$ cat src/hw/rtl/hsc_pkg.sv
// ----------------------------------------------------------------------------
// hsc_pkg: shared types and constants for the snow crystal cell update
// Fixed point formats, request and result structs, register indexes and
// small helpers used by both datapath slices.
// ----------------------------------------------------------------------------
`default_nettype none

package hsc_pkg;

	// value format, unsigned Q8.24
	localparam int VAL_W     = 32;
	localparam int FRAC_W    = 24;
	// fractions are Q0.24 with room for exactly 1.0
	localparam int FRACT_W   = FRAC_W + 1;
	localparam int NBR_N     = 6;
	// sum of own value and six neighbours never overflows this width
	localparam int SUM_W     = VAL_W + 3;
	localparam int CNT_W     = 3;
	localparam int CFG_IDX_W = 3;
	localparam int CFG_DATA_W = VAL_W;

	localparam logic [VAL_W-1:0]   VAL_MAX = '1;
	localparam logic [FRACT_W-1:0] ONE_FR  = {1'b1, {FRAC_W{1'b0}}};
	localparam logic [VAL_W-1:0]   ONE_FX  = {{(VAL_W-FRACT_W){1'b0}}, ONE_FR};

	// cell kinds and phases
	localparam logic [1:0] KIND_OUTSIDE  = 2'd0;
	localparam logic [1:0] KIND_VAPOUR   = 2'd1;
	localparam logic       PHASE_DIFFUSE = 1'b0;

	// configuration register indexes
	typedef enum logic [CFG_IDX_W-1:0] {
		CFG_FAR_FIELD,
		CFG_THR_SPARSE,
		CFG_THR_THREE,
		CFG_LIM_THREE,
		CFG_KAPPA,
		CFG_MU,
		CFG_GAMMA
	} cfg_reg_e;

	typedef struct packed {
		logic             req_type;
		logic [1:0]       cell_kind;
		logic [VAL_W-1:0] own_vapour;
		logic [VAL_W-1:0] nbr_vapour_0;
		logic [VAL_W-1:0] nbr_vapour_1;
		logic [VAL_W-1:0] nbr_vapour_2;
		logic [VAL_W-1:0] nbr_vapour_3;
		logic [VAL_W-1:0] nbr_vapour_4;
		logic [VAL_W-1:0] nbr_vapour_5;
		logic [NBR_N-1:0] nbr_crystal_mask;
		logic [VAL_W-1:0] boundary_mass_in;
		logic [VAL_W-1:0] crystal_mass_in;
	} req_t;

	typedef struct packed {
		logic [VAL_W-1:0] vapour_out;
		logic [VAL_W-1:0] boundary_mass_out;
		logic [VAL_W-1:0] crystal_mass_out;
		logic             attached;
	} rsp_t;

	typedef struct packed {
		logic [VAL_W-1:0]   far_field_vapour;
		logic [VAL_W-1:0]   attach_threshold_sparse;
		logic [VAL_W-1:0]   attach_threshold_three;
		logic [VAL_W-1:0]   vapour_limit_three;
		logic [FRACT_W-1:0] freeze_fraction;
		logic [FRACT_W-1:0] melt_boundary_fraction;
		logic [FRACT_W-1:0] melt_crystal_fraction;
	} cfg_t;

	typedef logic [NBR_N-1:0][VAL_W-1:0] nbr_arr_t;

	// neighbour values as an indexable array
	function automatic nbr_arr_t nbr_list(input req_t r);
		nbr_arr_t v;
		v[0] = r.nbr_vapour_0;
		v[1] = r.nbr_vapour_1;
		v[2] = r.nbr_vapour_2;
		v[3] = r.nbr_vapour_3;
		v[4] = r.nbr_vapour_4;
		v[5] = r.nbr_vapour_5;
		return v;
	endfunction

	// balanced adder tree over own value and six neighbours
	function automatic logic [SUM_W-1:0] sum_terms(input logic [VAL_W-1:0] own,
		input nbr_arr_t t);
		logic [SUM_W-1:0] a;
		logic [SUM_W-1:0] b;
		logic [SUM_W-1:0] c;
		a = SUM_W'(t[0]) + SUM_W'(t[1]);
		b = SUM_W'(t[2]) + SUM_W'(t[3]);
		c = SUM_W'(t[4]) + SUM_W'(t[5]);
		return (a + b) + (c + SUM_W'(own));
	endfunction

endpackage

`default_nettype wire

$ cat src/hw/rtl/hsc_diffuse.sv
// ----------------------------------------------------------------------------
// hsc_diffuse: diffusion phase datapath
// Seven-term neighbourhood sum, division by seven through a split reciprocal
// multiply and a remainder correction, three register stages inside.
// ----------------------------------------------------------------------------
`default_nettype none

module hsc_diffuse (
	input  logic                       clk,
	input  logic                       arst_n,
	input  logic                       valid_s4,
	input  hsc_pkg::req_t              req,
	input  logic [hsc_pkg::VAL_W-1:0]  far_field,
	output hsc_pkg::rsp_t              rsp
);
	import hsc_pkg::*;

	// reciprocal of seven scaled so the quotient estimate is short by at most two
	localparam int RECIP_SHIFT = SUM_W - 1;
	localparam logic [VAL_W-1:0] RECIP = VAL_W'((65'd1 << RECIP_SHIFT) / 65'd7);
	localparam int LO_W   = SUM_W / 2;
	localparam int HI_W   = SUM_W - LO_W;
	localparam int PHI_W  = HI_W + VAL_W;
	localparam int PLO_W  = LO_W + VAL_W;
	localparam int PROD_W = SUM_W + VAL_W;
	localparam int REM_W  = 5;
	localparam logic [REM_W-1:0] DIV7  = REM_W'(7);
	localparam logic [REM_W-1:0] DIV14 = REM_W'(14);

	nbr_arr_t         nbr_raw;
	nbr_arr_t         nbr_sub;
	logic [SUM_W-1:0] sum_d;

	logic [SUM_W-1:0] sum_s2;
	logic             avg_s2;
	logic [VAL_W-1:0] fixed_s2;
	logic [VAL_W-1:0] bm_s2;
	logic [VAL_W-1:0] cm_s2;

	logic [PHI_W-1:0] pp_hi_s3;
	logic [PLO_W-1:0] pp_lo_s3;
	logic [SUM_W-1:0] sum_s3;
	logic             avg_s3;
	logic [VAL_W-1:0] fixed_s3;
	logic [VAL_W-1:0] bm_s3;
	logic [VAL_W-1:0] cm_s3;

	logic [PROD_W-1:0] prod;
	logic [VAL_W-1:0]  q0_s4;
	logic [SUM_W-1:0]  sum_s4;
	logic              avg_s4;
	logic [VAL_W-1:0]  fixed_s4;
	logic [VAL_W-1:0]  bm_s4;
	logic [VAL_W-1:0]  cm_s4;

	logic [SUM_W-1:0] q_times7;
	logic [SUM_W-1:0] rem_wide;
	logic [REM_W-1:0] rem_raw;
	logic [1:0]       corr;
	logic [REM_W-1:0] rem_fix;
	logic [VAL_W-1:0] quot;

	// crystal neighbours count as the cell's own vapour
	always_comb begin
		nbr_raw = nbr_list(req);
		for (int q = 0; q < NBR_N; q++) begin
			nbr_sub[q] = req.nbr_crystal_mask[q] ? req.own_vapour : nbr_raw[q];
		end
		sum_d = sum_terms(req.own_vapour, nbr_sub);
	end

	// stage 2: sum and fixed answers for reservoir and crystal cells
	always_ff @(posedge clk) begin
		sum_s2   <= sum_d;
		avg_s2   <= (req.cell_kind == KIND_VAPOUR);
		fixed_s2 <= (req.cell_kind == KIND_OUTSIDE) ? far_field : '0;
		bm_s2    <= req.boundary_mass_in;
		cm_s2    <= req.crystal_mass_in;
	end

	// stage 3: two partial products of sum times reciprocal
	always_ff @(posedge clk) begin
		pp_hi_s3 <= PHI_W'(sum_s2[SUM_W-1:LO_W]) * PHI_W'(RECIP);
		pp_lo_s3 <= PLO_W'(sum_s2[LO_W-1:0]) * PLO_W'(RECIP);
		sum_s3   <= sum_s2;
		avg_s3   <= avg_s2;
		fixed_s3 <= fixed_s2;
		bm_s3    <= bm_s2;
		cm_s3    <= cm_s2;
	end

	// stage 4: combine partial products into the quotient estimate
	assign prod = (PROD_W'(pp_hi_s3) << LO_W) + PROD_W'(pp_lo_s3);

	always_ff @(posedge clk) begin
		q0_s4    <= prod[RECIP_SHIFT +: VAL_W];
		sum_s4   <= sum_s3;
		avg_s4   <= avg_s3;
		fixed_s4 <= fixed_s3;
		bm_s4    <= bm_s3;
		cm_s4    <= cm_s3;
	end

	// remainder check, estimate is exact or one or two short
	always_comb begin
		q_times7 = (SUM_W'(q0_s4) << 3) - SUM_W'(q0_s4);
		rem_wide = sum_s4 - q_times7;
		rem_raw  = rem_wide[REM_W-1:0];
		if (rem_raw >= DIV14) begin
			corr    = 2'd2;
			rem_fix = rem_raw - DIV14;
		end else if (rem_raw >= DIV7) begin
			corr    = 2'd1;
			rem_fix = rem_raw - DIV7;
		end else begin
			corr    = 2'd0;
			rem_fix = rem_raw;
		end
		quot = q0_s4 + VAL_W'(corr);
	end

	// phase 0 result, masses pass through
	always_comb begin
		rsp.vapour_out        = avg_s4 ? quot : fixed_s4;
		rsp.boundary_mass_out = bm_s4;
		rsp.crystal_mass_out  = cm_s4;
		rsp.attached          = 1'b0;
	end

	// corrected quotient leaves a remainder below the divisor
	a_rem_range: assert property (@(posedge clk) disable iff (!arst_n)
		valid_s4 && avg_s4 |-> rem_fix < DIV7 && rem_wide[SUM_W-1:REM_W] == '0)
		else $error("divide by seven correction out of range");

endmodule

`default_nettype wire

$ cat config.mk
export PLATFORM = sky130hd
export DESIGN_NAME = hsc_diffuse
export DESIGN_NICKNAME = d
export VERILOG_FILES = /design/src/hw/rtl/hsc_pkg.sv /design/src/hw/rtl/hsc_diffuse.sv
export SDC_FILE = /design/constraint.sdc
export NUM_CORES = 1
export LEC_CHECK = 0
export BUFFER_PORTS_ARGS = -buffer_cell sky130_fd_sc_hd__buf_2
export CAP_MARGIN = 5
export CORE_MARGIN = 4
export CORE_UTILIZATION = 55
export CTS_CLUSTER_SIZE = 24
export DETAILED_ROUTE_END_ITERATION = 8
export PLACE_DENSITY = 0.78
export SYNTH_ARGS = -nofsm -noshare
export SYNTH_HDL_FRONTEND = slang
export SYNTH_SLANG_ARGS = --single-unit
$ cat constraint.sdc
create_clock -name clk -period 7.94 [get_ports clk]
set_input_delay 0.794 -clock clk [delete_from_list [all_inputs] [get_ports clk]]
set_output_delay 0.794 -clock clk [all_outputs]
set_load 0.02 [all_outputs]
-- Yosys cells after proc, flatten, opt, wreduce, memory -nomap -nowiden
Index checks and enable logic that the tools add are counted.
W data, S select, Z words.
- register bits after elaboration: 464
- word-level logic and storage cells: 43
- input bits: 332
- output and inout bits: 97
- reductions and logical operators: 1
- $lt $le $gt $ge: 2
- multiplexer cells: 9
- multiply operators: 2
- add/sub/neg operators: 10
- eq/ne operators: 1
- operator list (kind ; number):
    $mux W32 ; 7
    $add A32 B32 Y33 ; 3
    $add A66 B49 Y66 ; 1
    $mul A17 B31 Y48 const B ; 1
    $mul A18 B31 Y48 const B ; 1
    $add A34 B34 Y35 ; 1
    $add A33 B32 Y34 ; 1
    $add A33 B33 Y34 ; 1
    $add A32 B2 Y32 ; 1
    $sub A5 B5 Y5 ; 2
    $ge A5 B3 Y1 const B ; 1
    $ge A5 B4 Y1 const B ; 1
    $eq A2 B1 Y1 const B ; 1
    $logic_not A2 Y1 ; 1
    $mux W2 ; 1
    $mux W1 ; 1

-- Depth between registers and ports, before layout
- word-level depth: 7
- gate-level depth with buffers: 22
- gate-level depth less buffers: 20

-- Least setup slack after synthesis
OpenSTA, ideal clock, no wires.
- path type: input -> register
- from: input port req[64] in the netlist's numbering
- to: register sum_s2[31]
- arrival: 6083 ps
- cell stages on the path: 20
- buffers on the path: 2
- library setup time: 72 ps
- required time: 7868 ps
- slack: 1785 ps
- cell sequence: clkbuf_1 -> clkbuf_1 -> mux2i_1 -> fa_1 -> inv_1 -> fa_1 -> fa_1 -> inv_1 -> fa_1 -> inv_1 -> ha_1 -> nor2b_1 -> o31a_1 -> o41a_1 -> a221o_1 -> a311oi_2 -> o21ai_2 -> a21o_1 -> a21oi_2 -> xnor2_1
- longest elaborated chain between the ends: 4
- RTL lines (what ; line ; source):
    start: declaration ; hsc_diffuse.sv:12 ; input hsc_pkg::req_t req,
    $mux W32 ; hsc_diffuse.sv:67 ; nbr_sub[q] = req.nbr_crystal_mask[q] ? req.own_vapour : nbr_raw[q];
    $add A32 B32 Y33 ; hsc_pkg.sv:94 ; a = SUM_W'(t[0]) + SUM_W'(t[1]);
    $add A33 B33 Y34 ; hsc_pkg.sv:97 ; return (a + b) + (c + SUM_W'(own));
    $add A34 B34 Y35 ; hsc_pkg.sv:97 ;
    via sum_d[31] ; hsc_diffuse.sv:32 ; logic [SUM_W-1:0] sum_d;
    end signal: assignment ; hsc_diffuse.sv:74 ; sum_s2 <= sum_d;
    end: declaration ; hsc_diffuse.sv:34 ; logic [SUM_W-1:0] sum_s2;
The timed path passes the listed nets, and every way through them passes these cells.
A chain may end at the register's enable or synchronous reset.

-- Worst setup path after layout
Ends and elaborated chain as after synthesis.

==> impl_results.md <==
* DRT iter0 DRCs at 836
* Initial antenna violation count at 3
* Slew headroom at 30.9%
* Fillers at 3,759
* Main flop type after synthesis: dfxtp_1
* Via count at 18,236
* Clk root buf: clkbuf_16
* Top cell type by total area after synthesis: dfxtp_1
* Die W at 226 um
* Vias in the first global route at 19,063
* Post-synth EDFFs at 0
* Final Critical Period at 6.10 ns
* Setup crit end kind: register
* Clk buf depth at 3
* Multi-input logic area at 15,500 um2
* CTS tree: done
* Fin nets at 3,749
* Worst EP arrival at 6.57 ns
* Post_cts resized at 0
* Placer Congestion at 0.910
* FMAX at 164 MHz
* Setup TNS at 0 ns
* Worst-path cell chain: buf_2 > buf_4 > mux2i_1 > fa_1 > fa_1 > fa_1 > inv_1 > ha_1 > ha_1 > inv_1 > fa_1 > nor2b_1 > o31a_1 > o41a_1 > a221o_1 > a311oi_2 > o21ai_2 > a21o_1 > a21oi_2 > xnor2_1
* Gr ovfl total at 0
* CP startpoint kind: primary input
* Cells after synthesis at 2,488
* Asr flop ratio synth at 0%
* FF/Latch Area at 8950 um2
* Via density at 5.14
* Worst slew pin tran at 1.04 ns
* Synth top cells by count: dfxtp_1, inv_1, ha_1, fa_1, mux2i_1
* Highest metal used: met4
* Metal2 WL at 28.8 mm
* Slowest stage delay, CP at 0.54 ns
* Fin. max-slew vios at 0
* Clk_lat worst skew at 0.55 ns
* Crit-path most repeated cell: fa_1
* Netlist cell types at 74
* H-tree depth at 2
* CP max FO at 19
* Post-Syn Area at 26,300 um2
* Final period util at 76.8%
* Antenna Nets Post-Route at 0
* FP Rows at 79
* Setup Fix Bufs, Post-CTS at 0
* Hold Buf Count CTS at 0
* Post-DP HPWL at 49.5 mm
* Worst-path clk slew at 0.07 ns
* Final wirelength at 59.2 mm
* Core area at 46,900 um2
* Yosys top cell area share at 34.1%
* Wirelength per Cell at 16.7 um
* R2R setup slack at 2.10 ns
* Worst Hold Class: reg -> reg
* Met1 WL at 26.0 mm
* Ports at 429
* First-pass GRT wire length at 94.8 mm
* Remaining DRCs at 0
* Max-Cap Viols at 0
* Setup Skew at 0.0214 ns
* Ratio of cells with drive above 1 in the final layout at 19.6%
* DRT Pass-1 Iters at 7
* CTS buffer count at 41
* Unrepaired setup endpoints after global routing: false
* Die H at 226 um
* Overall Global Routing Usage at 22.7%
* Mapped Avg Cell Area at 10.6 um2
* WP data required at 8.41 ns
* Yosys warns at 0
* Starting Density at 56.0%
* Met3 Wirelength at 3.17 mm
* Top cells by area, synth: dfxtp_1, fa_1, ha_1, mux2i_1, inv_1
* Slowest cell on crit path: fa_1
* Setup violations, final at 0
* Class of the most critical setup path: in -> reg
* Status: finished, final reports clean
* Pin count of the biggest net entering global routing at 63
* Area Growth Syn to Fin at 16.0%
* Syn_nets at 3,330
* #FFs+latches synth at 447
* Most common cell in the netlist: dfxtp_1
* Die area at 51,300 um2
* Final number of hold-violating endpoints at 0
* PortBufs at 424
* Clock Sinks at 447
* Register area share after synthesis at 34.1%
==> area by class of cell <==
| type | count | area share [%] |
|---|---|---|
| clock inverters | 22 | 0.998 |
| repair buffers | 431 | 7.14 |
| well taps | 607 | 2.49 |
| flip-flops and latches | 447 | 29.4 |
| inverters | 421 | 5.19 |
| multi-input cells | 1565 | 50.9 |
| clock buffers | 54 | 3.89 |
| diodes | 1 | 0.00821 |
==> state kept, by name (all words and copies together), names as in the netlist <==
signal    count
pp_lo_s3     31
cm_s4        32
bm_s4        32
sum_s3        5
fixed_s4     32
cm_s3        32
fixed_s2     32
avg_s3        1
q0_s4        32
avg_s4        1
pp_hi_s3     48
bm_s2        32
cm_s2        32
sum_s2       35
avg_s2        1
bm_s3        32
sum_s4        5
fixed_s3     32
==> kinds of logic after synthesis <==
group	share of synthesized area (%)
adders and majority gates	31.2
buffers and inverters	6.86
DFF	34.1
and+or+nand+nor	6.94
AOI/OAI and AO/OA	8.35
muxes	7.65
xor gates and xnor gates	4.94
other	0.0143
==> metrics by stage <==
| step | std cells | hold slack, ns | cell area [um2] | util, % | setup slack (ns) |
|---|---|---|---|---|---|
| after floorplan | 2488 | 0.310 | 26300 | - | 1.79 |
| after global placement | 3471 | 0.310 | 29000 | 61.8 | 1.37 |
| after detailed placement | 3471 | 0.312 | 29000 | 61.8 | 1.23 |
| after CTS | 3547 | 0.312 | 30500 | 65.0 | 1.83 |
| after global routing | 3548 | 0.322 | 30500 | 65.0 | 1.64 |
| final | 3548 | 0.321 | 30500 | 65.0 | 1.84 |
==> layer usage <==
| metal | vias to the layer above | global-route usage [%] |
|---|---|---|
| met4 | 0 | 5.26 |
| li1 | 8973 | - |
| met2 | 526 | 39.7 |
| met1 | 8654 | 30.3 |
| met5 | - | 0 |
| met3 | 83 | 2.87 |
==> final timing paths <==
path,start,endpoint,cells past startpoint
setup / recovery,req[64],sum_s2[31]$_DFF_P_,20
hold / removal,cm_s3[14]$_DFF_P_,cm_s4[14]$_DFF_P_,0
setup reg to reg,sum_s2[13]$_DFF_P_,pp_lo_s3[48]$_DFF_P_,17
hold reg to reg,cm_s3[14]$_DFF_P_,cm_s4[14]$_DFF_P_,0
==> cells in the final DEF (no fill, tap or decap), types with 57 or more instances in the layout <==
cell	instances
inv_1	421
mux2i_1	158
ha_1	270
xor2_1	57
buf_2	424
dfxtp_1	446
a21oi_1	122
nand2_1	76
xnor2_1	91
nor2_1	109
fa_1	240
==> worst max-delay path, delay by kind of cell <==
family / cells / cell delay (ns)
multiplexers: 1 / 0.32
adder cells (fa/ha/maj): 6 / 2.23
AO/OA/AOI/OAI: 7 / 2.07
AND/OR/NAND/NOR: 1 / 0.06
XOR/XNOR: 1 / 0.12
buffers and inverters: 4 / 0.95
Power is not shown: default switching activity piles up to over one toggle a cycle in this logic, so the estimate is an artifact.
