<file path="src/hw/rtl/hsc_pkg.sv">
// ----------------------------------------------------------------------------
// hsc_pkg: shared types and constants for the snow crystal cell update
// Fixed point formats, request and result structs, register indexes and
// small helpers used by both datapath slices.
// ----------------------------------------------------------------------------
`default_nettype none

package hsc_pkg;

	// value format, unsigned Q8.24
	localparam int VAL_W     = 32;
	localparam int FRAC_W    = 24;
	// fractions are Q0.24 with room for exactly 1.0
	localparam int FRACT_W   = FRAC_W + 1;
	localparam int NBR_N     = 6;
	// sum of own value and six neighbours never overflows this width
	localparam int SUM_W     = VAL_W + 3;
	localparam int CNT_W     = 3;
	localparam int CFG_IDX_W = 3;
	localparam int CFG_DATA_W = VAL_W;

	localparam logic [VAL_W-1:0]   VAL_MAX = '1;
	localparam logic [FRACT_W-1:0] ONE_FR  = {1'b1, {FRAC_W{1'b0}}};
	localparam logic [VAL_W-1:0]   ONE_FX  = {{(VAL_W-FRACT_W){1'b0}}, ONE_FR};

	// cell kinds and phases
	localparam logic [1:0] KIND_OUTSIDE  = 2'd0;
	localparam logic [1:0] KIND_VAPOUR   = 2'd1;
	localparam logic       PHASE_DIFFUSE = 1'b0;

	// configuration register indexes
	typedef enum logic [CFG_IDX_W-1:0] {
		CFG_FAR_FIELD,
		CFG_THR_SPARSE,
		CFG_THR_THREE,
		CFG_LIM_THREE,
		CFG_KAPPA,
		CFG_MU,
		CFG_GAMMA
	} cfg_reg_e;

	typedef struct packed {
		logic             req_type;
		logic [1:0]       cell_kind;
		logic [VAL_W-1:0] own_vapour;
		logic [VAL_W-1:0] nbr_vapour_0;
		logic [VAL_W-1:0] nbr_vapour_1;
		logic [VAL_W-1:0] nbr_vapour_2;
		logic [VAL_W-1:0] nbr_vapour_3;
		logic [VAL_W-1:0] nbr_vapour_4;
		logic [VAL_W-1:0] nbr_vapour_5;
		logic [NBR_N-1:0] nbr_crystal_mask;
		logic [VAL_W-1:0] boundary_mass_in;
		logic [VAL_W-1:0] crystal_mass_in;
	} req_t;

	typedef struct packed {
		logic [VAL_W-1:0] vapour_out;
		logic [VAL_W-1:0] boundary_mass_out;
		logic [VAL_W-1:0] crystal_mass_out;
		logic             attached;
	} rsp_t;

	typedef struct packed {
		logic [VAL_W-1:0]   far_field_vapour;
		logic [VAL_W-1:0]   attach_threshold_sparse;
		logic [VAL_W-1:0]   attach_threshold_three;
		logic [VAL_W-1:0]   vapour_limit_three;
		logic [FRACT_W-1:0] freeze_fraction;
		logic [FRACT_W-1:0] melt_boundary_fraction;
		logic [FRACT_W-1:0] melt_crystal_fraction;
	} cfg_t;

	typedef logic [NBR_N-1:0][VAL_W-1:0] nbr_arr_t;

	// neighbour values as an indexable array
	function automatic nbr_arr_t nbr_list(input req_t r);
		nbr_arr_t v;
		v[0] = r.nbr_vapour_0;
		v[1] = r.nbr_vapour_1;
		v[2] = r.nbr_vapour_2;
		v[3] = r.nbr_vapour_3;
		v[4] = r.nbr_vapour_4;
		v[5] = r.nbr_vapour_5;
		return v;
	endfunction

	// balanced adder tree over own value and six neighbours
	function automatic logic [SUM_W-1:0] sum_terms(input logic [VAL_W-1:0] own,
		input nbr_arr_t t);
		logic [SUM_W-1:0] a;
		logic [SUM_W-1:0] b;
		logic [SUM_W-1:0] c;
		a = SUM_W'(t[0]) + SUM_W'(t[1]);
		b = SUM_W'(t[2]) + SUM_W'(t[3]);
		c = SUM_W'(t[4]) + SUM_W'(t[5]);
		return (a + b) + (c + SUM_W'(own));
	endfunction

endpackage

`default_nettype wire

</file>
<file path="src/hw/rtl/hsc_cfg_regs.sv">
// ----------------------------------------------------------------------------
// hsc_cfg_regs: configuration register file
// Holds rho, beta, alpha, theta, kappa, mu and gamma; one write per request
// on a valid/ready channel that is always ready.
// ----------------------------------------------------------------------------
`default_nettype none

module hsc_cfg_regs (
	input  logic                           clk,
	input  logic                           arst_n,
	input  logic                           cfg_valid,
	output logic                           cfg_ready,
	input  logic [hsc_pkg::CFG_IDX_W-1:0]  cfg_index,
	input  logic [hsc_pkg::CFG_DATA_W-1:0] cfg_wdata,
	output hsc_pkg::cfg_t                  cfg
);
	import hsc_pkg::*;

	cfg_t cfg_q;
	logic wr_en;

	assign cfg_ready = 1'b1;
	assign wr_en     = cfg_valid && cfg_ready;
	assign cfg       = cfg_q;

	// register writes, unknown indexes are dropped
	always_ff @(posedge clk or negedge arst_n) begin
		if (!arst_n) begin
			cfg_q.far_field_vapour        <= ONE_FX;
			cfg_q.attach_threshold_sparse <= ONE_FX;
			cfg_q.attach_threshold_three  <= ONE_FX;
			cfg_q.vapour_limit_three      <= ONE_FX;
			cfg_q.freeze_fraction         <= '0;
			cfg_q.melt_boundary_fraction  <= '0;
			cfg_q.melt_crystal_fraction   <= '0;
		end else if (wr_en) begin
			case (cfg_index)
				CFG_FAR_FIELD:  cfg_q.far_field_vapour        <= cfg_wdata[VAL_W-1:0];
				CFG_THR_SPARSE: cfg_q.attach_threshold_sparse <= cfg_wdata[VAL_W-1:0];
				CFG_THR_THREE:  cfg_q.attach_threshold_three  <= cfg_wdata[VAL_W-1:0];
				CFG_LIM_THREE:  cfg_q.vapour_limit_three      <= cfg_wdata[VAL_W-1:0];
				CFG_KAPPA:      cfg_q.freeze_fraction         <= cfg_wdata[FRACT_W-1:0];
				CFG_MU:         cfg_q.melt_boundary_fraction  <= cfg_wdata[FRACT_W-1:0];
				CFG_GAMMA:      cfg_q.melt_crystal_fraction   <= cfg_wdata[FRACT_W-1:0];
				default: ;
			endcase
		end
	end

	// a kappa write lands in the register on the next cycle
	a_kappa_write: assert property (@(posedge clk) disable iff (!arst_n)
		wr_en && cfg_index == CFG_KAPPA
		|=> cfg_q.freeze_fraction == $past(cfg_wdata[FRACT_W-1:0]))
		else $error("kappa write not stored");

endmodule

`default_nettype wire

</file>
<file path="config.mk">
export PLATFORM = sky130hd
export DESIGN_NAME = hsc_cfg_regs
export DESIGN_NICKNAME = d
export VERILOG_FILES = /design/src/hw/rtl/hsc_pkg.sv /design/src/hw/rtl/hsc_cfg_regs.sv
export SDC_FILE = /design/constraint.sdc
export NUM_CORES = 1
export LEC_CHECK = 0
export BUFFER_PORTS_ARGS = -buffer_cell sky130_fd_sc_hd__buf_4
export CORE_MARGIN = 2
export CORE_UTILIZATION = 43
export DETAILED_ROUTE_END_ITERATION = 12
export PLACE_DENSITY = 0.75
export SLEW_MARGIN = 15
export SYNTH_ARGS = -nofsm -noshare
export SYNTH_HDL_FRONTEND = slang
export SYNTH_SLANG_ARGS = --single-unit
</file>
<file path="constraint.sdc">
create_clock -name clk -period 2.3 [get_ports clk]
set_clock_uncertainty 0.15 [all_clocks]
set_input_delay 0.115 -clock clk [delete_from_list [all_inputs] [get_ports clk]]
set_output_delay 0.115 -clock clk [all_outputs]
set_load 0.01 [all_outputs]
</file>
After elaboration in Yosys (flattened, before gate mapping)
Cells that the tools add are included.
- bits of input ports: 38
- bits in registers: 203
- eq/ne operators: 6
- reduce and logical (&&, ||, !) cells: 8
- operator list (cell ; number):
    2-bit AND reduction ; 7
    3-bit equality test (second input constant) ; 3
    3-bit by 2-bit equality test with 1-bit output (second input constant) ; 2
    3-bit by 1-bit equality test with 1-bit output (second input constant) ; 1
    3-bit zero test ; 1

Logic depth before layout (Yosys ltp)
Gate-level depths: netlist of run 1.
- depth after elaboration: 2
- mapped depth: 5
- depth with buffers taken out: 2

Worst setup path before layout of run 1
No wires, ideal clock.
- path kind: in2reg
- start point: input cfg_index[0] (netlist bit)
- end point: register cfg_q (netlist bit cfg[128])
- path slack: 0.808 ns
- path buffers: 3
- setup time: 0.125 ns
- cell stages on the path: 5
- data arrival time: 1.217 ns
- path through: buf_2 -> nor4bb_1 -> buf_2 -> buf_2 -> mux2_2
- cells in the longest elaborated chain, start to end: 2
- ends and longest elaborated chain (what ; RTL line ; RTL):
    from (decl) ; hsc_cfg_regs.sv:13 ; input logic [hsc_pkg::CFG_IDX_W-1:0] cfg_index,
    3-bit by 2-bit equality test with 1-bit output ; hsc_cfg_regs.sv:37 ; case (cfg_index)
    2-bit AND reduction (no line) ; n/a ;
    to (decl) ; hsc_cfg_regs.sv:19 ; cfg_t cfg_q;
Every way passes these cells.
A chain may end at the register's enable or synchronous reset.

Final worst setup path of run 1
- start point: register cfg_q (netlist bit cfg[163])
- end point: output cfg[163] (netlist bit)
- RTL lines (what ; RTL line ; RTL):
    to (decl) ; hsc_cfg_regs.sv:15 ; output hsc_pkg::cfg_t cfg
No word-level cell between the ends.

==> impl_metrics.json, run 1 <==
{
  "cp.depth": 1,
  "largest_reg_flops": 203,
  "final_cell_area_um2": 10700,
  "timing.final.hold_violations": 0,
  "rsz0062_at_grt": "no",
  "cts_buffers": 21,
  "setup_slack_ps": 888,
  "drc": 0,
  "row_count": 48,
  "start_kind": "register",
  "cp_max_fo": 2,
  "critPathTopFamily": "flip-flops",
  "cts_resized": 0,
  "path_buf_inv": 1,
  "slew_violations": 0,
  "clock-sinks": 203,
  "hold_class": "in -> async",
  "wl_per_cell_um": 20.0,
  "place_ws_ps": 690,
  "wirelength_um": 19300,
  "grt_overflow_total": 0,
  "fin_nets": 763,
  "power_density_nw_per_um2": 1000,
  "cp-end-kind": "output port",
  "areaGrowthSynthToFinish_pct": 40.7,
  "place_hpwl_um": 13100,
  "slew_headroom": 0.601,
  "yosysSeqAreaShare": 0.667,
  "dieArea_um2": 18800,
  "placed_cells": 894,
  "io_buffers": 240,
  "outcome": "finished clean",
  "ir_drop_uv": 596,
  "fin_crit_ps": 1410,
  "gp_congestion": 0.758,
  "r2r_cells": 1,
  "path_cells": "buf_4",
  "drv_cap": 0,
  "ios": 242,
  "dpl_cell_area_um2": 9750,
  "path_clk_slew_ps": 60,
  "grt_pass1_wl_um": 30100,
  "worstMarginPinSlew_ps": 599,
  "grt_max_degree": 74,
  "yosysWarningCount": 0,
  "critPathRequiredTime_ps": 2040,
  "mostFrequentLayoutCells": "251 x buf_4, 199 x dfrtp_1, 160 x mux2_2",
  "worstSetupPathType": "reg -> out",
  "cpPeakStageDelay_ps": 540,
  "mostFrequentLayoutCell": "buf_4",
  "cts_root_buf": "clkbuf_16",
  "period_share": 0.614,
  "grt_use_total": 0.208,
  "htree_num_levels": 1,
  "antenna_found_initial": 0,
  "avgSynthCellArea_um2": 17.3,
  "postSynthCellCount": 440,
  "cp_slowest_cell": "dfstp_2",
  "ant_nets": 0,
  "n_antenna_cell": 0,
  "drt-initial-drc-count": 149,
  "clk_latency_ps": 490,
  "ys_types": 12,
  "drt_pass1_iterations": 4,
  "leakagePower_nw": 5.06,
  "cp_data_arrival_time_ps": 1150,
  "layout-drive-gt1-share": 0.618,
  "start_util": 0.441,
  "setup_tns_ps": 0,
  "fp.dieH_um": 137,
  "fmax_ghz": 0.708,
  "synth_area_um2": 7620,
  "cts.path.max_buffers": 3,
  "ys_ff_latch": 203,
  "layout.cells.non_filler": 964,
  "die_width_um": 137,
  "routed_via_density": 4.98,
  "synth_fp_nets": 478,
  "vias": 4804,
  "core_area_um2": 17300,
  "grt_pass1_vias": 5409,
  "setup_viol": 0,
  "cts_tree": "yes"
}
## synth_stat cells (all sizes together)
cell / instances / area, um2
mux2: 203 / 2290
nor4b: 1 / 23.8
dfrtp: 199 / 4980
nand4b: 3 / 38.8
buf: 25 / 148
clkbuf: 1 / 5.00
nor4bb: 3 / 30.0
dfstp: 4 / 105
conb: 1 / 3.75
## where the power goes
group	switching, mW	internal (mW)
logic	1.18	1.59
clock network	1.33	1.81
registers	0.455	4.37
total	2.96	7.78
## cell families (layout without fill, tap and decap cells)
| logic type | after synthesis | in the layout | synth area share |
|---|---|---|---|
| other cells | 1 | 1 | 0.000492 |
| simple gates | 7 | 7 | 0.0122 |
| flops | 203 | 203 | 0.667 |
| buf+inv | 26 | 325 | 0.0200 |
| mux | 203 | 203 | 0.300 |
## timing repair
item,4_1_cts,5_1_grt
hold endpoints to repair,348,0
hold buffers,33,0
setup buffers,0,0
## through the flow
step | utilization | hold WS (ps) | power (mW)
finish | 0.620 | 56.8 | 10.7
CTS | 0.620 | 64.5 | 10.9
floorplan | - | -331 | 5.89
global placement | 0.564 | 19.5 | 7.51
detailed placement | 0.564 | 33.1 | 7.65
global route | 0.620 | 93.2 | 11.3
## metal layers
layer	vias to the layer above	routed length, um	GRT usage
met5	-	0	0
met4	0	554	0.0750
met3	34	1140	0.0441
met2	160	10200	0.372
met1	2475	7450	0.247
li1	2135	-	-
## final cells by class
type | instances | area [um2]
Multi-Input combinational cell | 211 | 2430
Tap cell | 225 | 282
Sequential cell | 203 | 5080
Fill cell | 1278 | 6580
Clock inverter | 7 | 38.8
Clock buffer | 30 | 599
Timing Repair Buffer | 288 | 2290
## worst paths after layout
kind                               from       end  slack, ps
min                              arst_n    cfg[3]         60
min reg2reg                      cfg[5]    cfg[5]        340
min in group clk           cfg_index[0]  cfg[180]        140
max                            cfg[163]  cfg[163]        890
max reg2reg                    cfg[185]  cfg[185]       1330
max in group asynchronous        arst_n   cfg[39]       1220
No activity file was read; power rests on OpenSTA's default activity.
==> run 2, diff against run 1 <==
clock period = 1.3 ns   (was 2.3 ns; I/O delays follow)
==> impl_metrics.json, run 2 (synthesized netlist as in run 1, its figures left out) <==
{
  "outcome": "finished with violations",
  "violations": "hold timing, setup timing",
  "cts.path.max_buffers": 3,
  "clock_power_share": 0.303,
  "n_antenna_cell": 0,
  "postCtsSetupRepairBufs": 0,
  "core_area_um2": 17300,
  "layout-drive-gt1-share": 0.654,
  "wl_per_cell_um": 20.5,
  "antenna_found_initial": 0,
  "largest_reg_flops": 203,
  "combinationalPowerShare": 0.268,
  "cts_root_buf": "clkbuf_16",
  "cp_data_arrival_time_ps": 1130,
  "sw_frac_of_total": 0.267,
  "row_count": 48,
  "leakagePower_nw": 5.47,
  "gp_congestion": 0.785,
  "drc": 0,
  "cts_hold_repair.buffers": 33,
  "critPathTopFamily": "flip-flops",
  "rsz0062_at_grt": "yes",
  "fin_crit_ps": 1340,
  "critPathRequiredTime_ps": 1090,
  "ios": 242,
  "p_total_mw": 20.0,
  "drv_cap": 0,
  "cp_max_fo": 2,
  "grt_use_total": 0.210,
  "final_cell_area_um2": 11400,
  "fp.dieH_um": 137,
  "routed_via_density": 5.05,
  "hold_class": "in -> async",
  "timing.final.hold_violations": 22,
  "dieArea_um2": 18800,
  "grt_max_degree": 40,
  "path_clk_slew_ps": 60,
  "p_int_mw": 14.7,
  "io_buffers": 240,
  "ant_nets": 0,
  "cp_slowest_cell": "dfstp_2",
  "die_width_um": 137,
  "power_density_nw_per_um2": 1760,
  "fmax_ghz": 0.745,
  "setup_slack_ps": -41.5,
  "cts_buffers": 22,
  "clock-sinks": 203,
  "vias": 4916,
  "cpPeakStageDelay_ps": 540,
  "mostFrequentLayoutCell": "buf_4",
  "grt_pass1_vias": 5300,
  "dpl_cell_area_um2": 10300,
  "r2r_cells": 1,
  "grt_pass1_wl_um": 30300,
  "ir_drop_uv": 994,
  "wirelength_um": 20000,
  "areaGrowthSynthToFinish_pct": 49.1,
  "setup_viol": 4,
  "period_share": 1.03,
  "start_kind": "register",
  "path_buf_inv": 1,
  "cp-end-kind": "output port",
  "worstSetupPathType": "reg -> out",
  "pwr-share-seq": 0.429,
  "path_cells": "buf_6",
  "drt-initial-drc-count": 158,
  "drt_pass1_iterations": 4,
  "fin_nets": 775,
  "start_util": 0.441,
  "whs_ps": -84.6,
  "place_hpwl_um": 13900,
  "cp.depth": 1,
  "grt_overflow_total": 0,
  "cts_tree": "yes",
  "netSwitchingPower_mw": 5.35,
  "clk_latency_ps": 480,
  "mostFrequentLayoutCells": "246 x buf_4, 199 x dfrtp_1, 93 x mux2_2",
  "slew_violations": 0,
  "htree_num_levels": 1
}
-- run 2: cell types whose count changed in the layout (fill, tap and decap cells not counted), moves of 2 or more --
cell       previous run  this run
clkbuf_16            21        23
clkinv_2              6         2
mux2_4                0        90
buf_4               251       246
buf_6                 0         5
mux2_2              160        93
mux2_1               43        20
buf_12                3        14
-- run 2: power groups by stage --
stage          combinational, mW  sequential (mW)  clock, mW
4_1_cts                     5.44             8.60       6.22
6_report                    5.37             8.60       6.06
3_3_place_gp                5.21             8.61          0
2_1_floorplan               1.68             9.19          0
3_5_place_dp                5.32             8.66          0
5_1_grt                     5.69             8.76       6.47
-- run 2: repair_timing --
| item | CTS | global route |
|---|---|---|
| gates resized for setup | 4 | 1 |
| endpoints found under the setup margin | 4 | 5 |
| hold endpoints to repair | 406 | 22 |
-- run 2: through the flow --
| step | setup slack (ps) | cells | util | setup TNS (ps) |
|---|---|---|---|---|
| 2_1_floorplan | -82.8 | 440 | - | -6720 |
| 3_5_place_dp | -237 | 905 | 0.596 | -26010 |
| 4_1_cts | -58.3 | 974 | 0.657 | -190 |
| 6_report | -41.5 | 974 | 0.657 | -136 |
| 5_1_grt | -64.0 | 974 | 0.657 | -239 |
| 3_3_place_gp | -201 | 905 | 0.596 | -21750 |
-- run 2: final cells by class --
cell class | instances | area, um2
tap | 225 | 282
sequential | 203 | 5080
multi-input combinational | 211 | 2770
timing repair buffer | 299 | 2530
fill | 1228 | 5930
clock buffer | 33 | 663
clock inverter | 3 | 40.0
-- run 2: path summary, 6_finish.rpt --
| path | startpoint | end | slack (ps) |
|---|---|---|---|
| min in group clk | cfg_index[0] | cfg[174] | 60 |
| setup / recovery | cfg[131] | cfg[131] | -40 |
| setup reg to reg | cfg[65] | cfg[65] | 350 |
| max in group asynchronous | arst_n | cfg[195] | 530 |
| hold / removal | arst_n | cfg[201] | -80 |
| hold reg to reg | cfg[183] | cfg[183] | 340 |
-- run 2: per-layer routing --
layer	up-vias	share of wire	GRT usage
met5	-	0	0
met1	2566	0.41	0.276
met2	155	0.51	0.354
met3	40	0.051	0.0374
met4	0	0.028	0.0710
li1	2155	-	-
